`src/pbpb_pkg.sv`:
```
// Shared types and constants of the packet byte pattern blocker.
package pbpb_pkg;

  localparam int REG_PAT_BYTES = 16;
  localparam int LEN_W = 5;
  localparam int COUNT_W = 16;
  localparam int CFG_INDEX_W = 2;
  localparam int CFG_DATA_W = 64;

  localparam logic [COUNT_W-1:0] COUNT_LIMIT = 16'hFFFF;

  localparam logic [CFG_INDEX_W-1:0] REG_PATTERN_LOW = 2'd0;
  localparam logic [CFG_INDEX_W-1:0] REG_PATTERN_HIGH = 2'd1;
  localparam logic [CFG_INDEX_W-1:0] REG_PATTERN_LENGTH = 2'd2;

  typedef logic [7:0] byte_t;
  typedef logic [COUNT_W-1:0] count_t;
  typedef logic [LEN_W-1:0] len_t;

endpackage

```
`src/pbpb_in_if.sv`:
```
// Channel that carries packet bytes into the blocker.
interface pbpb_in_if
  import pbpb_pkg::*;
  ();
  logic  valid;
  logic  ready;
  byte_t data_byte;
  logic  end_of_packet;

  modport source (output valid, output data_byte, output end_of_packet, input ready);
  modport sink (input valid, input data_byte, input end_of_packet, output ready);
  modport monitor (input valid, input data_byte, input end_of_packet, input ready);
endinterface

```
`src/pbpb_out_if.sv`:
```
// Channel that carries per-packet verdicts out of the blocker.
interface pbpb_out_if
  import pbpb_pkg::*;
  ();
  logic   valid;
  logic   ready;
  logic   drop_packet;
  count_t packet_length;

  modport source (output valid, output drop_packet, output packet_length, input ready);
  modport sink (input valid, input drop_packet, input packet_length, output ready);
  modport monitor (input valid, input drop_packet, input packet_length, input ready);
endinterface

```
`src/pbpb_cfg_if.sv`:
```
// Register write channel of the blocker.
interface pbpb_cfg_if
  import pbpb_pkg::*;
  ();
  logic                   valid;
  logic                   ready;
  logic [CFG_INDEX_W-1:0] index;
  logic [CFG_DATA_W-1:0]  data;

  modport source (output valid, output index, output data, input ready);
  modport sink (input valid, input index, input data, output ready);
  modport monitor (input valid, input index, input data, input ready);
endinterface

```
`src/packet_byte_pattern_blocker.sv`:
```
// A verdict is presented in the cycle after the packet's final byte is accepted.
// One byte per cycle while pkt.ready is high; all pattern bytes are compared in parallel.
// A byte is taken whenever the verdict register is empty or being read in the same cycle.
// Reset (synchronous, active high) clears the registers, the byte count, the match flag
// and the verdict valid; register writes are always taken.
module packet_byte_pattern_blocker
  import pbpb_pkg::*;
#(
  parameter int MAX_PATTERN_BYTES = 16
) (
  input  logic      clk,
  input  logic      rst,
  pbpb_in_if.sink   pkt,
  pbpb_out_if.source result,
  pbpb_cfg_if.sink  cfg
);

  localparam int WINDOW_DEPTH =
    (MAX_PATTERN_BYTES < REG_PAT_BYTES) ? MAX_PATTERN_BYTES : REG_PAT_BYTES;
  localparam len_t WINDOW_LEN = len_t'(WINDOW_DEPTH);

  logic [CFG_DATA_W-1:0] pattern_low;
  logic [CFG_DATA_W-1:0] pattern_high;
  len_t                  pattern_length;

  byte_t  recent_bytes [WINDOW_DEPTH];
  byte_t  window_next  [WINDOW_DEPTH];
  byte_t  pat_byte_vec [REG_PAT_BYTES];
  count_t bytes_seen;
  count_t bytes_seen_next;
  logic   match_seen;
  logic   match_now;
  logic   accept;
  len_t   eff_len;
  logic [WINDOW_DEPTH-1:0] byte_ok;

  assign cfg.ready = 1'b1;
  assign pkt.ready = !result.valid || result.ready;
  assign accept = pkt.valid && pkt.ready;

  always_ff @(posedge clk) begin
    if (rst) begin
      pattern_low <= '0;
      pattern_high <= '0;
      pattern_length <= '0;
    end else if (cfg.valid) begin
      unique case (cfg.index)
        REG_PATTERN_LOW:    pattern_low <= cfg.data;
        REG_PATTERN_HIGH:   pattern_high <= cfg.data;
        REG_PATTERN_LENGTH: pattern_length <= cfg.data[LEN_W-1:0];
        default: ;
      endcase
    end
  end

  always_comb begin
    for (int k = 0; k < REG_PAT_BYTES / 2; k++) begin
      pat_byte_vec[k] = pattern_low[8*k +: 8];
      pat_byte_vec[k + REG_PAT_BYTES / 2] = pattern_high[8*k +: 8];
    end
  end

  // Lengths beyond the register file or the window clamp to the window depth.
  assign eff_len = (pattern_length > WINDOW_LEN) ? WINDOW_LEN : pattern_length;

  always_comb begin
    window_next[0] = pkt.data_byte;
    for (int j = 1; j < WINDOW_DEPTH; j++) begin
      window_next[j] = recent_bytes[j-1];
    end
  end

  assign bytes_seen_next = (bytes_seen == COUNT_LIMIT) ? bytes_seen : bytes_seen + 1'b1;

  // Window entry j holds the byte that came j items ago and must equal
  // pattern byte eff_len-1-j whenever j lies inside the pattern.
  always_comb begin
    for (int j = 0; j < WINDOW_DEPTH; j++) begin
      byte_ok[j] = (len_t'(j) >= eff_len) ||
                   (window_next[j] ==
                    pat_byte_vec[4'(eff_len - len_t'(j) - len_t'(1))]);
    end
  end

  assign match_now = (bytes_seen_next >= count_t'(eff_len)) && (&byte_ok);

  always_ff @(posedge clk) begin
    if (accept) begin
      for (int j = 0; j < WINDOW_DEPTH; j++) begin
        recent_bytes[j] <= window_next[j];
      end
    end
  end

  always_ff @(posedge clk) begin
    if (rst) begin
      bytes_seen <= '0;
      match_seen <= 1'b0;
    end else if (accept) begin
      if (pkt.end_of_packet) begin
        bytes_seen <= '0;
        match_seen <= 1'b0;
      end else begin
        bytes_seen <= bytes_seen_next;
        match_seen <= match_seen || match_now;
      end
    end
  end

  always_ff @(posedge clk) begin
    if (rst) begin
      result.valid <= 1'b0;
    end else if (accept && pkt.end_of_packet) begin
      result.valid <= 1'b1;
    end else if (result.ready) begin
      result.valid <= 1'b0;
    end
  end

  always_ff @(posedge clk) begin
    if (accept && pkt.end_of_packet) begin
      result.drop_packet <= match_seen || match_now;
      result.packet_length <= bytes_seen_next;
    end
  end

endmodule

```
`src/flat_wrapper.sv`:
```
// flat-port wrapper written by rule: the top's interface ports become plain ports
module packet_byte_pattern_blocker_flat import pbpb_pkg::*;
#(
  parameter int MAX_PATTERN_BYTES = 16
)
  (clk, rst, pkt_valid, pkt_data_byte, pkt_end_of_packet, pkt_ready, result_valid, result_drop_packet, result_packet_length, result_ready, cfg_valid, cfg_index, cfg_data, cfg_ready);
  pbpb_in_if pkt_i ();
  pbpb_out_if result_i ();
  pbpb_cfg_if cfg_i ();
  input  logic clk;
  input  logic rst;
  input wire logic [$bits(pkt_i.valid)-1:0] pkt_valid;
  input wire logic [$bits(pkt_i.data_byte)-1:0] pkt_data_byte;
  input wire logic [$bits(pkt_i.end_of_packet)-1:0] pkt_end_of_packet;
  output wire logic [$bits(pkt_i.ready)-1:0] pkt_ready;
  output wire logic [$bits(result_i.valid)-1:0] result_valid;
  output wire logic [$bits(result_i.drop_packet)-1:0] result_drop_packet;
  output wire logic [$bits(result_i.packet_length)-1:0] result_packet_length;
  input wire logic [$bits(result_i.ready)-1:0] result_ready;
  input wire logic [$bits(cfg_i.valid)-1:0] cfg_valid;
  input wire logic [$bits(cfg_i.index)-1:0] cfg_index;
  input wire logic [$bits(cfg_i.data)-1:0] cfg_data;
  output wire logic [$bits(cfg_i.ready)-1:0] cfg_ready;
  assign pkt_i.valid = pkt_valid;
  assign pkt_i.data_byte = pkt_data_byte;
  assign pkt_i.end_of_packet = pkt_end_of_packet;
  assign pkt_ready = pkt_i.ready;
  assign result_valid = result_i.valid;
  assign result_drop_packet = result_i.drop_packet;
  assign result_packet_length = result_i.packet_length;
  assign result_i.ready = result_ready;
  assign cfg_i.valid = cfg_valid;
  assign cfg_i.index = cfg_index;
  assign cfg_i.data = cfg_data;
  assign cfg_ready = cfg_i.ready;
  packet_byte_pattern_blocker #(.MAX_PATTERN_BYTES(MAX_PATTERN_BYTES)) u_core (.clk(clk), .rst(rst), .pkt(pkt_i), .result(result_i), .cfg(cfg_i));
endmodule
```
`config.mk`:
```
export PLATFORM = sky130hd
export DESIGN_NAME = packet_byte_pattern_blocker_flat
export DESIGN_NICKNAME = d
export VERILOG_FILES = /design/src/pbpb_pkg.sv /design/src/pbpb_in_if.sv /design/src/pbpb_out_if.sv /design/src/pbpb_cfg_if.sv /design/src/packet_byte_pattern_blocker.sv /design/src/flat_wrapper.sv
export SDC_FILE = /design/constraint.sdc
export NUM_CORES = 1
export LEC_CHECK = 0
export BUFFER_PORTS_ARGS = -buffer_cell sky130_fd_sc_hd__buf_4
export CORE_MARGIN = 8
export CORE_UTILIZATION = 45
export CTS_BUF_LIST = sky130_fd_sc_hd__clkbuf_4 sky130_fd_sc_hd__clkbuf_8 sky130_fd_sc_hd__clkbuf_16
export DETAILED_ROUTE_END_ITERATION = 10
export MAX_ROUTING_LAYER = met4
export PLACE_DENSITY = 0.69
export SLEW_MARGIN = 40
export SYNTH_ARGS = -nofsm -noshare
export SYNTH_HDL_FRONTEND = slang
export SYNTH_SLANG_ARGS = --single-unit
```
`constraint.sdc`:
```
create_clock -name clk -period 5.7 [get_ports clk]
set_input_delay 0.855 -clock clk [delete_from_list [all_inputs] [get_ports clk]]
set_output_delay 0.855 -clock clk [all_outputs]
set_load 0.02 [all_outputs]
```
==> results of run 1 <==
-- synthesized netlist by cell type (21+ instances only) --
| master | instances |
|---|---|
| nand2_1 | 348 |
| a21oi_1 | 209 |
| mux2i_1 | 194 |
| dfxtp_1 | 151 |
| edfxtp_1 | 137 |
| nor2_1 | 103 |
| clkbuf_1 | 82 |
| mux4_2 | 71 |
| xor2_1 | 64 |
| mux2_2 | 53 |
| xnor2_1 | 51 |
| a22oi_1 | 49 |
| o22ai_1 | 47 |
| buf_2 | 42 |
| nor3_1 | 33 |
| nor4_1 | 31 |
| and3_1 | 28 |
| nand3_1 | 28 |
| o21ai_0 | 23 |
| nand4_1 | 21 |
-- state kept, by name (all words and copies together) (netlist names) --
register and cells:
u_core.bytes_seen 16, u_core.pattern_length 5, u_core.result.packet_length 16, u_core.match_seen 1, u_core.result.drop_packet 1, u_core.result.valid 1
u_core.pattern_low 64, u_core.recent_bytes 120, u_core.pattern_high 64
-- stage by stage --
stage / power (mW) / utilization [%] / std cells / setup WS (ns)
after floorplan: 3.06 / - / 2113 / 0.952
after global placement: 3.51 / 48.5 / 2733 / 0.912
after detailed placement: 3.52 / 48.7 / 2736 / 0.911
after CTS: 5.69 / 51.2 / 2795 / 0.885
after global routing: 5.87 / 51.2 / 2797 / 0.556
final: 5.69 / 51.3 / 2798 / 0.671
-- placed cells by master, fill, tap and decap left out, drive strengths merged, types with 19 or more instances in the layout --
cell    netlist  final
clkbuf       82     42
mux2i       195    195
inv          22     26
a222oi       19     19
mux2         53     53
xnor2        53     53
o22ai        47     47
o21ai        24     24
dfxtp       151    151
and3         28     28
nand2       348    348
nor2        103    103
nor4         31     31
nand4        21     21
a21oi       211    211
a22oi        49     49
buf          78    191
nand3        28     28
a221oi       19     19
edfxtp      137    137
nor3         33     33
xor2         64     64
mux4         71     71
-- power by group through the flow --
| stage | Sequential [mW] | Combinational, mW | Clock (mW) |
|---|---|---|---|
| 2_1_floorplan | 2.39 | 0.671 | 0 |
| 3_3_place_gp | 2.46 | 1.06 | 0 |
| 3_5_place_dp | 2.46 | 1.07 | 0 |
| 4_1_cts | 2.41 | 1.07 | 2.21 |
| 5_1_grt | 2.42 | 1.16 | 2.29 |
| 6_report | 2.42 | 1.10 | 2.17 |
-- layout make-up --
| cell class | instances | area (µm²) |
|---|---|---|
| Clock inverter | 17 | 155 |
| Fill cell | 4109 | 21400 |
| Clock buffer | 42 | 947 |
| Antenna cell | 3 | 7.51 |
| Tap cell | 592 | 741 |
| Multi-Input combinational cell | 1642 | 12000 |
| Timing Repair Buffer | 191 | 1450 |
| Sequential cell | 288 | 7140 |
| Inverter | 23 | 88.8 |
-- per-layer routing --
layer | up-vias | wire length (µm) | global-route usage, %
met3 | 263 | 9650 | 8.78
met5 | - | 0 | -
met4 | 0 | 5650 | 18.6
met1 | 9375 | 36400 | 45.9
li1 | 8120 | - | -
met2 | 1158 | 39200 | 52.1
-- critical path, stage by stage (launching register included) --
cell and delay (ns):
dfxtp_4 0.44, nor2b_4 0.45, buf_4 0.72, mux2i_1 0.52, mux2i_1 0.30, mux4_2 0.56, xor2_1 0.17, nor4_1 0.50
nand4_1 0.19, a2111o_1 0.40, a311o_1 0.35, o31ai_1 0.25
-- cell families (layout without fill, tap and decap cells) --
kind of cell,Yosys count,count (layout)
AO/OA/AOI/OAI,508,508
multiplexers,319,319
flip-flops,288,288
buffers and inverters,183,273
adder cells (fa/ha/maj),17,17
AND/OR/NAND/NOR,680,680
XOR/XNOR,117,117
other,1,4
-- worst paths after layout --
| check | startpoint | endpoint | depth (start not counted) |
|---|---|---|---|
| hold reg to reg | u_core.recent_bytes[0][36]$_DFFE_PP_ | u_core.recent_bytes[0][44]$_DFFE_PP_ | 0 |
| setup reg to reg | u_core.pattern_length[0]$_SDFFE_PP0P_ | u_core.result.drop_packet$_DFFE_PP_ | 11 |
| hold / removal | u_core.recent_bytes[0][36]$_DFFE_PP_ | u_core.recent_bytes[0][44]$_DFFE_PP_ | 0 |
| setup / recovery | u_core.pattern_length[0]$_SDFFE_PP0P_ | u_core.result.drop_packet$_DFFE_PP_ | 11 |
==> out/metrics.cfg, run 1 <==
[sta]
final-setup-viol-count=0
relSlewSlack_pct=40.6
fin_crit_sh_pct=88.2
holdWs_ns=0.452
worstMarginPinSlew_ns=0.889
rsz0062_at_grt=false
finalHoldViolCount=0
fmax_mhz=199
finClkSkew_ns=0.0181
drv_slew=0
fin_crit_ns=5.03
fin_tns_setup_ns=0

[detailed_routing]
drt-total-wl_um=91000
post_drt_wl_per_cell_um=32.5
drt_iter0_drc=2622
routed-via-count=18900
first_pass_iters=7
drtAntennaViolNets=0
drc=0
vias_per_cell=6.76

[synth]
synth_area_leaders=edfxtp_1, dfxtp_1, mux2i_1
syn_inst=2113
synth_area_mm2=0.0199
synth_edf_count=137
yosysSeqAreaShare_pct=35.9
yosysTopAreaCell=edfxtp_1
ys_ff_latch=288
syn_nets=2209
ys_types=76
yosys_warnings=0
synth_mux_area_share_pct=20.9
synth_compound_area_share_pct=16.9
synth_xor_area_share_pct=5.23
syn_avg_cell_area_um2=9.40
synth_fa_ha_area_share_pct=1.06
yosysTopAreaCellShare_pct=20.7
yosys.area_share.simple_pct=15.8
synthArstFlopShare_pct=0
synth_top_family_by_area=multiplexers
ys.flop_type=dfxtp_1

[layout]
design_area_mm2=0.0225
synthToLayoutAreaGrowth_pct=13.3
final_nets=2276
drive_gt1_share_pct=18.5

[clocking]
clock_sinks=288
cts_buffers=34
cts_resized=0
root_buffer=clkbuf_16
ctsLongestPathBuffers=3
post-cts-setup-buffers=0
htreeDepth=2
postCtsHoldBufs=0
clock_latency_ns=0.56
path_clk_slew_ns=0.06
cts_tree=built

[critical_path]
cp-start-kind=register
ff2ff_setup_slack_ns=0.67
cp_data_arrival_time_ns=5.41
path_class=register to register
worst-path-max-fanout=54
critPathRequiredTime_ns=6.08
critPathCaptureType=register

[power_and_ir_drop]
pwr-share-comb_pct=19.4
p_int_mw=3.97
seqPwrFrac_pct=42.5
p_per_area_mw_per_mm2=253
pwr-share-clk_pct=38.1
switching_power_mw=1.72
ir_drop_v=0.000244
p_leak_nw=8.24
p_sw_share_pct=30.2

[placed_design]
place_area_mm2=0.0214
routabilityCongestion=1.09
numPortBuffers=98
dp_hpwl_um=71200

[die]
num_rows=77
fp.dieH_um=226
dieArea_mm2=0.0511
fp.dieW_um=226
ios=100
start_util_pct=45.2
core-area_mm2=0.0439

[global_route]
grt-ovfl-total=0
grt_pass1_vias=17400
antenna_found_initial=1
grt_pass1_wl_um=128000
grt_max_degree=81
grt_use_total_pct=35.8

[outcome]
status=complete, no violations

[min_path]
hold_class=register to register

[run]
drv_cap=0

No activity file was read; power rests on OpenSTA's default activity.
==> run 2: changes to the inputs <==
- clock period: 5.7 -> 5 ns (I/O delays scaled with it)
==> run 2 against run 1 <==
Compared with the run above:
- clock power grew 16%
- via count grew 1.1%
- count of clock-buffer cells in the layout grew 4
- design area increased by 1.4%
- critical path type unchanged
- critical endpoint is now u_core.match_seen$_SDFFE_PP0P_
==> out/metrics.cfg, run 2 (same netlist as run 1, synthesis figures left out) <==
[run]
drv_cap=0

[critical_path]
cp-start-kind=register
cp_data_arrival_time_ns=5.34
worst-path-max-fanout=34
r2r_cells=13
critPathRequiredTime_ns=5.49
path_class=register to register
critPathCaptureType=register

[layout]
largest_reg_flops=120
fillers=4084
final_cell_mix=nand2_1, a21oi_1, buf_4
reg_top3=u_core.recent_bytes: 120 flops, u_core.pattern_high: 64 flops, u_core.pattern_low: 64 flops
largest-register=u_core.recent_bytes
drive_gt1_share_pct=19.4
design_area_mm2=0.0228
final_common_cell=nand2_1
synthToLayoutAreaGrowth_pct=14.9
seq_area_mm2=0.00714
multiInputGateArea_mm2=0.0120
final_cell_count_no_fill=2824
final_nets=2300

[placed_design]
dp.cells=2759
place_area_mm2=0.0217
dp_hpwl_um=73200
routabilityCongestion=1.08
post-place-ws_ns=0.181
numPortBuffers=98

[die]
core-area_mm2=0.0439
fp.dieW_um=226
ios=100
fp.dieH_um=226
num_rows=77
dieArea_mm2=0.0511
start_util_pct=45.2

[power_and_ir_drop]
switching_power_mw=2.01
total_power_mw=6.57
ir_drop_v=0.000263
seqPwrFrac_pct=42.0
p_sw_share_pct=30.6
pwr-share-comb_pct=19.7
p_leak_nw=8.43
p_per_area_mw_per_mm2=288
p_int_mw=4.56
pwr-share-clk_pct=38.3

[sta]
fin_crit_sh_pct=97.1
finClkSkew_ns=0.0243
fin_tns_setup_ns=0
fin_ws_ns=0.146
drv_slew=0
fmax_mhz=206
fin_crit_ns=4.85
final-setup-viol-count=0
relSlewSlack_pct=38.3
worstMarginPinSlew_ns=0.926
finalHoldViolCount=0
rsz0062_at_grt=false

[clocking]
path_clk_slew_ns=0.07
post-cts-setup-buffers=0
ctsLongestPathBuffers=3
cts_tree=built
htreeDepth=2
cts_buffers=34
clock_latency_ns=0.57
clock_sinks=288
root_buffer=clkbuf_16

[min_path]
hold_depth=1
hold_class=input pin to register

[global_route]
antenna_found_initial=1
grt_pass1_wl_um=133000
grt_max_degree=153
grt-ovfl-total=0
grt_use_total_pct=37.2
grt_pass1_vias=18000

[detailed_routing]
vias_per_cell=6.77
routed-via-count=19100
drtAntennaViolNets=0
first_pass_iters=6
drc=0
drt_iter0_drc=2952
drt-total-wl_um=94200
post_drt_wl_per_cell_um=33.3

[outcome]
status=complete, no violations

[run 2: changes by cell type in the layout (fill, tap and decap cells not counted), moves of 2 or more]
| cell | delta |
|---|---|
| clkinvlp_4 | -2 |
| buf_2 | -2 |
| inv_6 | -2 |
| buf_6 | -2 |
| clkinv_1 | -2 |
| clkinv_2 | +3 |
| clkinv_8 | +2 |
| a21oi_2 | -2 |
| buf_12 | +10 |
| a21oi_1 | +2 |
| clkbuf_8 | +3 |
| buf_4 | +17 |
[run 2: worst max-delay path, cell delays in order (launching register included)]
cell	delay, ns
dfxtp_1	0.34
buf_4	0.48
or4b_1	0.52
buf_4	0.34
o22ai_1	0.12
nor3_1	0.65
mux2i_1	0.33
xnor2_1	0.20
nor4_1	0.53
a21oi_1	0.15
a2111o_1	0.38
a311o_1	0.35
buf_4	0.14
o31ai_1	0.21
[run 2: power by group through the flow]
stage | clock [mW] | sequential, mW | combinational [mW]
floorplan | 0 | 2.72 | 0.764
global placement | 0 | 2.80 | 1.25
detailed placement | 0 | 2.80 | 1.26
CTS | 2.54 | 2.75 | 1.26
global route | 2.63 | 2.76 | 1.35
finish | 2.51 | 2.76 | 1.30
[run 2: layout make-up]
type                       instances  share of cell area [%]
antenna                            2                  0.0219
clock buffer                      46                    4.36
clock inverter                    16                   0.619
inverter                          23                   0.389
multi-input combinational       1642                    52.4
sequential                       288                    31.3
tap                              592                    3.24
timing repair buffer             215                    7.66
[run 2: final timing paths]
check | startpoint | to | slack [ns]
worst max-delay path | u_core.pattern_length[2]$_SDFFE_PP0P_ | u_core.match_seen$_SDFFE_PP0P_ | 0.15
worst min register to register | u_core.recent_bytes[1][17]$_DFFE_PP_ | u_core.recent_bytes[1][25]$_DFFE_PP_ | 0.48
worst min-delay path | pkt_data_byte[7] | u_core.recent_bytes[0][7]$_DFFE_PP_ | 0.42
worst max register to register | u_core.pattern_length[2]$_SDFFE_PP0P_ | u_core.match_seen$_SDFFE_PP0P_ | 0.15
[run 2: repair_timing]
action	in CTS	in global routing
hold buffers	0	0
endpoints found under the setup margin	0	2
resized for setup	0	1
[run 2: stage by stage]
step | util, % | hold slack, ns
CTS | 51.9 | 0.414
global route | 52.0 | 0.421
floorplan | - | 0.426
finish | 52.0 | 0.420
detailed placement | 49.3 | 0.458
global placement | 49.3 | 0.434
[run 2: layer usage]
metal	up-vias	wire, µm	global-route usage (%)
met2	1280	40900	54.6
met3	226	10500	7.49
li1	8168	-	-
met1	9441	37400	48.7
met4	0	5390	18.5
met5	-	0	-
